`src/rtl/core/ksm_pkg.sv`:
```
// Shared types and constants of the keypoint SAD stereo matcher.
package ksm_pkg;

  localparam int MAX_CANDIDATES_DEF = 512;
  localparam int COORD_BITS_DEF     = 12;
  localparam int PATCH_ROWS         = 7;
  localparam int PATCH_COLS         = 7;
  localparam int ROW_BITS           = 56;
  localparam int PATCH_BITS         = PATCH_ROWS * ROW_BITS;
  localparam int REG_BITS           = 12;
  localparam int SAD_BITS           = 14;
  localparam int ROW_SAD_BITS       = 11;
  localparam int IDX_OUT_BITS       = 9;
  localparam int CFG_IDX_BITS       = 1;

  localparam logic [1:0] MODE_STORE = 2'd0;
  localparam logic [1:0] MODE_QUERY = 2'd1;
  localparam logic [1:0] MODE_CLEAR = 2'd2;

  localparam logic [CFG_IDX_BITS-1:0] CFG_MAX_DISP = 1'b0;
  localparam logic [CFG_IDX_BITS-1:0] CFG_MAX_ROW  = 1'b1;

  localparam logic [REG_BITS-1:0] MAX_DISP_RST = 12'd120;
  localparam logic [REG_BITS-1:0] MAX_ROW_RST  = 12'd2;

  // Sum of absolute differences over one patch row of seven pixels.
  function automatic logic [ROW_SAD_BITS-1:0] row_sad(input logic [ROW_BITS-1:0] a,
                                                      input logic [ROW_BITS-1:0] b);
    logic [ROW_SAD_BITS-1:0] s;
    logic [7:0] pa;
    logic [7:0] pb;
    s = '0;
    for (int c = 0; c < PATCH_COLS; c++) begin
      pa = a[8*c +: 8];
      pb = b[8*c +: 8];
      s  = s + ROW_SAD_BITS'((pa > pb) ? (pa - pb) : (pb - pa));
    end
    return s;
  endfunction

endpackage

```
`src/rtl/core/ksm_front.sv`:
```
// Input stage: accepts requests and queues them in a short FIFO for the back end.
module ksm_front import ksm_pkg::*; #(
  parameter int REQ_BITS = 8
) (
  input  logic                clk,
  input  logic                rst_n,
  input  logic                in_valid,
  output logic                in_ready,
  input  logic [REQ_BITS-1:0] in_req,
  output logic                q_valid,
  input  logic                q_ready,
  output logic [REQ_BITS-1:0] q_req
);

  // Two-entry queue.
  logic [REQ_BITS-1:0] slot_r [2];
  logic [1:0]          cnt_r, cnt_nxt;
  logic                rd_r, rd_nxt;
  logic                wr_r, wr_nxt;
  logic                push, pop;

  assign in_ready = (cnt_r != 2'd2);
  assign q_valid  = (cnt_r != 2'd0);
  assign q_req    = slot_r[rd_r];
  assign push     = in_valid && in_ready;
  assign pop      = q_valid && q_ready;

  always_comb begin
    cnt_nxt = cnt_r + 2'(push) - 2'(pop);
    rd_nxt  = rd_r ^ pop;
    wr_nxt  = wr_r ^ push;
  end

  always_ff @(posedge clk) begin
    if (!rst_n) begin
      cnt_r <= '0;
      rd_r  <= 1'b0;
      wr_r  <= 1'b0;
    end else begin
      cnt_r <= cnt_nxt;
      rd_r  <= rd_nxt;
      wr_r  <= wr_nxt;
    end
    if (push) begin
      slot_r[wr_r] <= in_req;
    end
  end

`ifndef SYNTHESIS
  a_no_overfill: assert property (@(posedge clk) disable iff (!rst_n)
    cnt_r == 2'd2 |-> !in_ready) else $error("queue accepts while full");
  a_count_step: assert property (@(posedge clk) disable iff (!rst_n)
    (push && !pop) |=> cnt_r == $past(cnt_r) + 2'd1) else $error("queue count slip");
  a_hold_empty: assert property (@(posedge clk) disable iff (!rst_n)
    cnt_r == 2'd0 |-> !q_valid) else $error("queue presents data while empty");
`endif

endmodule

```
`config.mk`:
```
export PLATFORM = sky130hd
export DESIGN_NAME = ksm_front
export DESIGN_NICKNAME = d
export VERILOG_FILES = /design/src/rtl/core/ksm_pkg.sv /design/src/rtl/core/ksm_front.sv
export SDC_FILE = /design/constraint.sdc
export NUM_CORES = 1
export LEC_CHECK = 0
export ABC_AREA = 1
export BUFFER_PORTS_ARGS = -buffer_cell sky130_fd_sc_hd__buf_2
export CAP_MARGIN = 20
export CORE_ASPECT_RATIO = 0.75
export CORE_MARGIN = 1.5
export CORE_UTILIZATION = 45
export DETAILED_ROUTE_END_ITERATION = 10
export PLACE_DENSITY = 0.72
export SLEW_MARGIN = 20
export SYNTH_ARGS = -nofsm -noshare
export SYNTH_HDL_FRONTEND = slang
export SYNTH_SLANG_ARGS = --single-unit
```
`constraint.sdc`:
```
create_clock -name clk -period 1.2 [get_ports clk]
set_input_delay 0.24 -clock clk [delete_from_list [all_inputs] [get_ports clk]]
set_output_delay 0.24 -clock clk [all_outputs]
set_load 0.01 [all_outputs]
```
==> results of run 1 <==
## synth_stat cells
cell and n:
sky130_fd_sc_hd__inv_2 1, sky130_fd_sc_hd__nand2_4 1, sky130_fd_sc_hd__edfxtp_1 16, sky130_fd_sc_hd__dfxtp_1 5, sky130_fd_sc_hd__a21oi_2 1, sky130_fd_sc_hd__nor2_4 1
sky130_fd_sc_hd__mux2_1 8, sky130_fd_sc_hd__ha_1 2, sky130_fd_sc_hd__inv_1 7, sky130_fd_sc_hd__nor2_1 6, sky130_fd_sc_hd__xnor2_1 1, sky130_fd_sc_hd__nand2_2 2
sky130_fd_sc_hd__nand2_1 6, sky130_fd_sc_hd__buf_2 1, sky130_fd_sc_hd__nand3_1 1, sky130_fd_sc_hd__bufinv_8 1, sky130_fd_sc_hd__nor2_2 1
## worst paths after layout
| kind | endpoint | slack [ps] | startpoint |
|---|---|---|---|
| setup reg to reg | cnt_r[1] | -200 | cnt_r[0] |
| hold / removal | slot_r[1][3] | 130 | in_req[3] |
| setup / recovery | q_req[7] | -250 | flip-flop |
| hold reg to reg | rd_r | 550 | rd_r |
## worst reg2reg max path: stages, from the launching register on
cell                      delay, ps
sky130_fd_sc_hd__dfxtp_4        380
sky130_fd_sc_hd__nor2_4         140
sky130_fd_sc_hd__nor2_4          50
sky130_fd_sc_hd__xnor2_2        160
sky130_fd_sc_hd__ha_2           210
sky130_fd_sc_hd__inv_2           50
sky130_fd_sc_hd__nand2_2         60
sky130_fd_sc_hd__nand2_2         60
sky130_fd_sc_hd__nand3_2         60
sky130_fd_sc_hd__nand2_1         50
sky130_fd_sc_hd__nor2_1         120
## per-layer routing
layer / vias up / global-route usage, %
met5: - / 0
met4: 0 / 3.85
met3: 2 / 5.84
met2: 15 / 29.0
met1: 249 / 16.7
li1: 277 / -
## final cells by class
cell class / count / area, um2 / share of cell area, %
flip-flops and latches: 21 / 589 / 45.2
multi-input cells: 30 / 304 / 23.3
repair buffers: 35 / 304 / 23.3
inverters: 9 / 52.6 / 4.03
well taps: 22 / 27.5 / 2.11
clock buffers: 4 / 26.3 / 2.02
## metrics by stage
step / hold WS, ps / total power (uW) / TNS (ps) / setup slack (ps)
2_1_floorplan: 333 / 1600 / -77.4 / -77.4
6_report: 129 / 2810 / -2590 / -251
3_3_place_gp: 427 / 1890 / -108 / -108
3_5_place_dp: 431 / 1940 / -277 / -193
5_1_grt: 113 / 2960 / -3840 / -302
4_1_cts: 118 / 2680 / -2420 / -265
## sequential cells by signal, summed over array words and instances, names as in the netlist, named ones only
signal  count
wr_r        1
rd_r        1
cnt_r       2
slot_r     16
## power by group
part / total [uW] / internal, uW / switching, uW
clock: 321 / 129 / 191
sequential: 1090 / 978 / 109
combinational: 1400 / 801 / 602
## timing repair
action                     in CTS  in global routing
resized for setup              33                  7
hold buffers                    0                  0
pin swaps                       8                  7
setup endpoints to repair      23                 28
buffers inserted                4                  2
## kinds of logic after synthesis
logic type                 Yosys count
DFF                                 21
buffers and inverters               10
muxes                                8
xor gates and xnor gates             1
and+or+nand+nor                     18
AOI/OAI and AO/OA                    1
adders and majority gates            2
==> summary.txt, run 1 <==
Initial core utilization = 48.8%
Share of Yosys cell area claimed by the top area cell type = 56.1%
Share of the clock period used by the worst path after layout = 121%
Core footprint = 1760 um2
Total congestion overflow = 0
Synthesis-to-layout area growth = 52.1%
Number of placed instances with taps included = 111
Placed Instance Area = 1060 um2
Most frequent cells in the layout = 19 x sky130_fd_sc_hd__buf_6, 16 x sky130_fd_sc_hd__edfxtp_1, 12 x sky130_fd_sc_hd__buf_2
Remaining DRCs = 0
WP depth = 3
Cell family with the largest share of critical-path delay = flip-flops
Setup Crit Path Kind = flip-flop to primary output
Pin count of the biggest net entering global routing = 12
Fraction of final layout cells with drive strength greater than 1 = 66.7%
Overall Global Routing Usage = 15.4%
Number of buffers and inverters on the critical path = 2
Cells along the critical path = buf_6 > mux2_4 > buf_6
Fill count = 111
Post-synthesis share of cell area spent on and, or, nand and nor gates = 10.7%
Flop and latch count out of synthesis = 21
DP HPWL = 1060 um
Final-stage net count = 114
CTS tree = yes
Initial DRT Pass Iterations = 4
Required time of the critical path = 960 ps
Share of the core filled with cells = 74.2%
Slowest CP cell = sky130_fd_sc_hd__dfxtp_2
Area share of fa/ha/maj cells after synthesis = 2.92%
Status = complete, but fails checks
Achievable Freq = 689 MHz
Most common cell after layout, fill and taps aside = sky130_fd_sc_hd__buf_6
IO buf count = 21
Dominant combinational cell family by area after synthesis = simple AND/OR/NAND/NOR gates
Met2 wire len = 909 um
Final WS setup = -251 ps
Seq/Total Area, Yosys = 67.7%
Total Routed Length = 1600 um
Clock-pin slew on the worst setup and hold paths = 100 ps
Clk_skew = 2.21 ps
Number of antenna violations at the first check in global routing = 0
Clock sinks = 21
Vertical die dimension = 40.8 um
Finish-stage setup viols = 21
Mean instance size in the synthesized netlist = 14.1 um2
Global-route wire length before repair = 2210 um
Post-synthesis share of cell area spent on xor and xnor gates = 1.02%
Via count of the first global-routing pass = 517
Wl on met1 = 616 um
Final Wtd Congestion = 0.693
Metal3 WL = 62 um
Synthesized netlist cell count = 61
Type of element capturing the critical path = primary output
Netlist Area Pre-Place = 857 um2
Final standard cell area without fillers = 1300 um2
Die width = 53.4 um
Cell type contributing the most total cell area after synthesis = sky130_fd_sc_hd__edfxtp_1
Number of violations of the max-capacitance limit = 0
Final slew viol count = 0
Critical path data arrival time = 1210 ps
Area fraction in compound gates after synthesis = 1.02%
DR WL/cell = 13.2 um
DIE AREA = 2180 um2
RSZ-0062 raised after global routing = true
Most Frequent Cell on Critical Path = sky130_fd_sc_hd__buf_6
Final non-filler cell total = 121
Vias = 543
Row count = 13
Buffer levels on the longest clock path = 2
Number of distinct library cells after synthesis = 17
Worst Reg-to-Reg Cells = 10
Nets in the synthesized netlist = 75
Type of the tightest min-delay check = primary input to flip-flop
I/O pin count = 22
Synthesis Warnings = 0
Power Density = 2160 nW/um2
Startpoint types = flip-flop
Diode count = 0
Final hold violations = 0
Number of H-tree branching levels = 1
Slew at the pin closest to its max-slew limit = 179 ps
Drt initial violations = 7
Time the final worst path needs with I/O delays and setup = 1450 ps
Static leakage = 0.000565 uW
Multiplexer share of the synthesized area = 10.5%
Hold path depth = 1
Failing checks = setup timing
Biggest area contributors in the synthesized netlist = sky130_fd_sc_hd__edfxtp_1 56%, sky130_fd_sc_hd__dfxtp_1 12%, sky130_fd_sc_hd__mux2_1 11%
Critical Path Max Stage Delay = 360 ps
CTS root buf = sky130_fd_sc_hd__clkbuf_4
Count of nets left with antenna violations after detail routing = 0
Worst Path Max Fanout = 5
Uppermost metal layer occupied by signal nets = met4
Number of CTS-inserted buffers = 3
Relative slew margins = 88.1%
Vias/cell = 4.49
Source-to-sink clock delay at the later pin of the worst-skew pair = 290 ps
Peak VDD IR = 0.00142 V
No activity file was read; power rests on OpenSTA's default activity.
==> inputs of run 2 (changes only) <==
Settings changed: SETUP_SLACK_MARGIN set to 0.2.
==> run 2 against run 1 <==
Effect of this change:
- the flow still finishes with violations (setup timing)
- die area unchanged
- register-to-register slack improved by 90 ps
- core utilization decreased by 2.1 points
- worst setup slack improved by 18 ps
- critical endpoint is now q_req[5]
- largest power group unchanged
==> summary.txt, run 2 (synthesized netlist as in run 1, its figures left out) <==
Fraction of final layout cells with drive strength greater than 1 = 66.3% (was 66.7%)
Largest registers = slot_r (16), cnt_r (2) (unchanged)
Share of the clock period used by the worst path after layout = 119% (was 121%)
Final-stage net count = 110 (was 114)
Type of element capturing the critical path = primary output (unchanged)
Number of H-tree branching levels = 1 (unchanged)
DR WL/cell = 11.6 um (was 13.2 um)
CTS tree = yes (unchanged)
Vertical die dimension = 40.8 um (unchanged)
Startpoint types = flip-flop (unchanged)
Placed Instance Area = 1090 um2 (was 1060 um2)
Required time of the critical path = 960 ps (about the same)
Row count = 13 (unchanged)
Clock sinks = 21 (unchanged)
Most frequent cells in the layout = 16 x sky130_fd_sc_hd__buf_6, 16 x sky130_fd_sc_hd__edfxtp_1, 12 x sky130_fd_sc_hd__buf_2 (was 19 x sky130_fd_sc_hd__buf_6, 16 x sky130_fd_sc_hd__edfxtp_1, 12 x sky130_fd_sc_hd__buf_2)
RSZ-0062 raised after global routing = true (unchanged)
CTS root buf = sky130_fd_sc_hd__clkbuf_4 (unchanged)
Finish-stage setup viols = 19 (was 21)
Slowest CP cell = sky130_fd_sc_hd__dfxtp_2 (unchanged)
Overall Global Routing Usage = 14.4% (was 15.4%)
DIE AREA = 2180 um2 (unchanged)
Number of violations of the max-capacitance limit = 0 (unchanged)
Die width = 53.4 um (unchanged)
Peak VDD IR = 0.00122 V (was 0.00142 V)
Diode count = 0 (unchanged)
Initial core utilization = 48.8% (unchanged)
Clk_skew = 3.62 ps (was 2.21 ps)
FF/Latch Area = 589 um2 (unchanged)
Global-route wire length before repair = 2100 um (was 2210 um)
Most Frequent Cell on Critical Path = sky130_fd_sc_hd__buf_6 (unchanged)
Count of nets left with antenna violations after detail routing = 0 (unchanged)
Final hold violations = 0 (unchanged)
Slew at the pin closest to its max-slew limit = 183 ps (was 179 ps)
Number of buffers and inverters on the critical path = 2 (unchanged)
Critical path data arrival time = 1190 ps (was 1210 ps)
Register bank with the most flops = slot_r (unchanged)
Vias = 530 (was 543)
IO buf count = 21 (unchanged)
Pin count of the biggest net entering global routing = 12 (unchanged)
DP HPWL = 971 um (was 1060 um)
Hold-fix buffers, CTS = 0 (unchanged)
Area occupied by multi-input gates = 309 um2 (was 304 um2)
Total congestion overflow = 0 (unchanged)
Clock-pin slew on the worst setup and hold paths = 100 ps (about the same)
Time the final worst path needs with I/O delays and setup = 1430 ps (was 1450 ps)
Final slew viol count = 0 (unchanged)
Initial DRT Pass Iterations = 4 (unchanged)
Flip-flop count of the largest register, all copies and words added = 16 (unchanged)
Type of the tightest min-delay check = primary input to flip-flop (unchanged)
Drt initial violations = 5 (was 7)
Worst slack after detailed placement = -169 ps (was -193 ps)
Vias/cell = 4.53 (was 4.49)
Power Density = 2110 nW/um2 (was 2160 nW/um2)
Cell family with the largest share of critical-path delay = flip-flops (unchanged)
Source-to-sink clock delay at the later pin of the worst-skew pair = 290 ps (about the same)
Worst Path Max Fanout = 4 (was 5)
Relative slew margins = 87.8% (was 88.1%)
Final standard cell area without fillers = 1270 um2 (was 1300 um2)
I/O pin count = 22 (unchanged)
Final Wtd Congestion = 0.657 (was 0.693)
Remaining DRCs = 0 (unchanged)
Achievable Freq = 698 MHz (was 689 MHz)
Fill count = 127 (was 111)
Setup Crit Path Kind = flip-flop to primary output (unchanged)
Final WS setup = -233 ps (was -251 ps)
Synthesis-to-layout area growth = 47.9% (was 52.1%)
Number of CTS-inserted buffers = 3 (unchanged)
Critical Path Max Stage Delay = 360 ps (about the same)
Static leakage = 0.000541 uW (was 0.000565 uW)
Number of antenna violations at the first check in global routing = 0 (unchanged)
Via count of the first global-routing pass = 486 (was 517)
Failing checks = setup timing (unchanged)
Total Routed Length = 1360 um (was 1600 um)
Status = complete, but fails checks (unchanged)
Core footprint = 1760 um2 (unchanged)
Cells along the critical path = buf_6 > mux2_4 > buf_6 (unchanged)
Buffer levels on the longest clock path = 2 (unchanged)
## run 2: path summary, 6_finish.rpt
| kind | start | end | slack, ps | depth (start not counted) |
|---|---|---|---|---|
| worst min-delay path | in_req[5] | slot_r[0][5] | 130 | 1 |
| worst min register to register | rd_r | rd_r | 520 | 2 |
| worst max register to register | cnt_r[0] | cnt_r[1] | -110 | 10 |
| worst max-delay path | flip-flop | q_req[5] | -230 | 3 |
## run 2: layout make-up
class / count / share of cell area (%)
Multi-Input combinational cell: 30 / 24.4
Tap cell: 22 / 2.17
Sequential cell: 21 / 46.5
Clock buffer: 4 / 2.07
Timing Repair Buffer: 31 / 20.7
Inverter: 9 / 4.15
## run 2: power by group
part           switching [uW]  leakage [uW]  internal, uW  total (uW)
Combinational             550      0.000334           728        1280
Sequential                101      0.000192           978        1080
Clock                     188     0.0000150           129         317
## run 2: worst register-to-register path: cells and delay by family, from the launching register on
kind | cells | cell delay [ps]
AOI/OAI and AO/OA | 1 | 110
xor gates and xnor gates | 1 | 150
adders and majority gates | 1 | 190
buffers and inverters | 2 | 80
DFF | 1 | 400
and+or+nand+nor | 5 | 300
## run 2: through the flow
step                      total power [uW]  std cells  utilization [%]  TNS, ps  hold slack (ps)
after floorplan                       1740         61                -    -77.4              333
after detailed placement              2030        109             62.2     -217              432
after global placement                2000        109             62.2     -147              427
after global routing                  2850        117             72.2    -3420              110
final                                 2670        117             72.2    -2120              127
after CTS                             2620        117             71.0    -2130              119
## run 2: repair_timing
item	CTS	global route
pin swaps	7	6
setup endpoints to repair	31	31
buffers inserted	4	0
gates cloned	0	0
resized for setup	21	7
## run 2: routing by layer
metal  up-vias  track usage [%]  share of wire (%)
li1        274                -                  -
met5         -                0                  0
met4         0             1.92                  0
met3         0             6.57                4.4
met2        14             24.7                 49
met1       242             17.4                 47
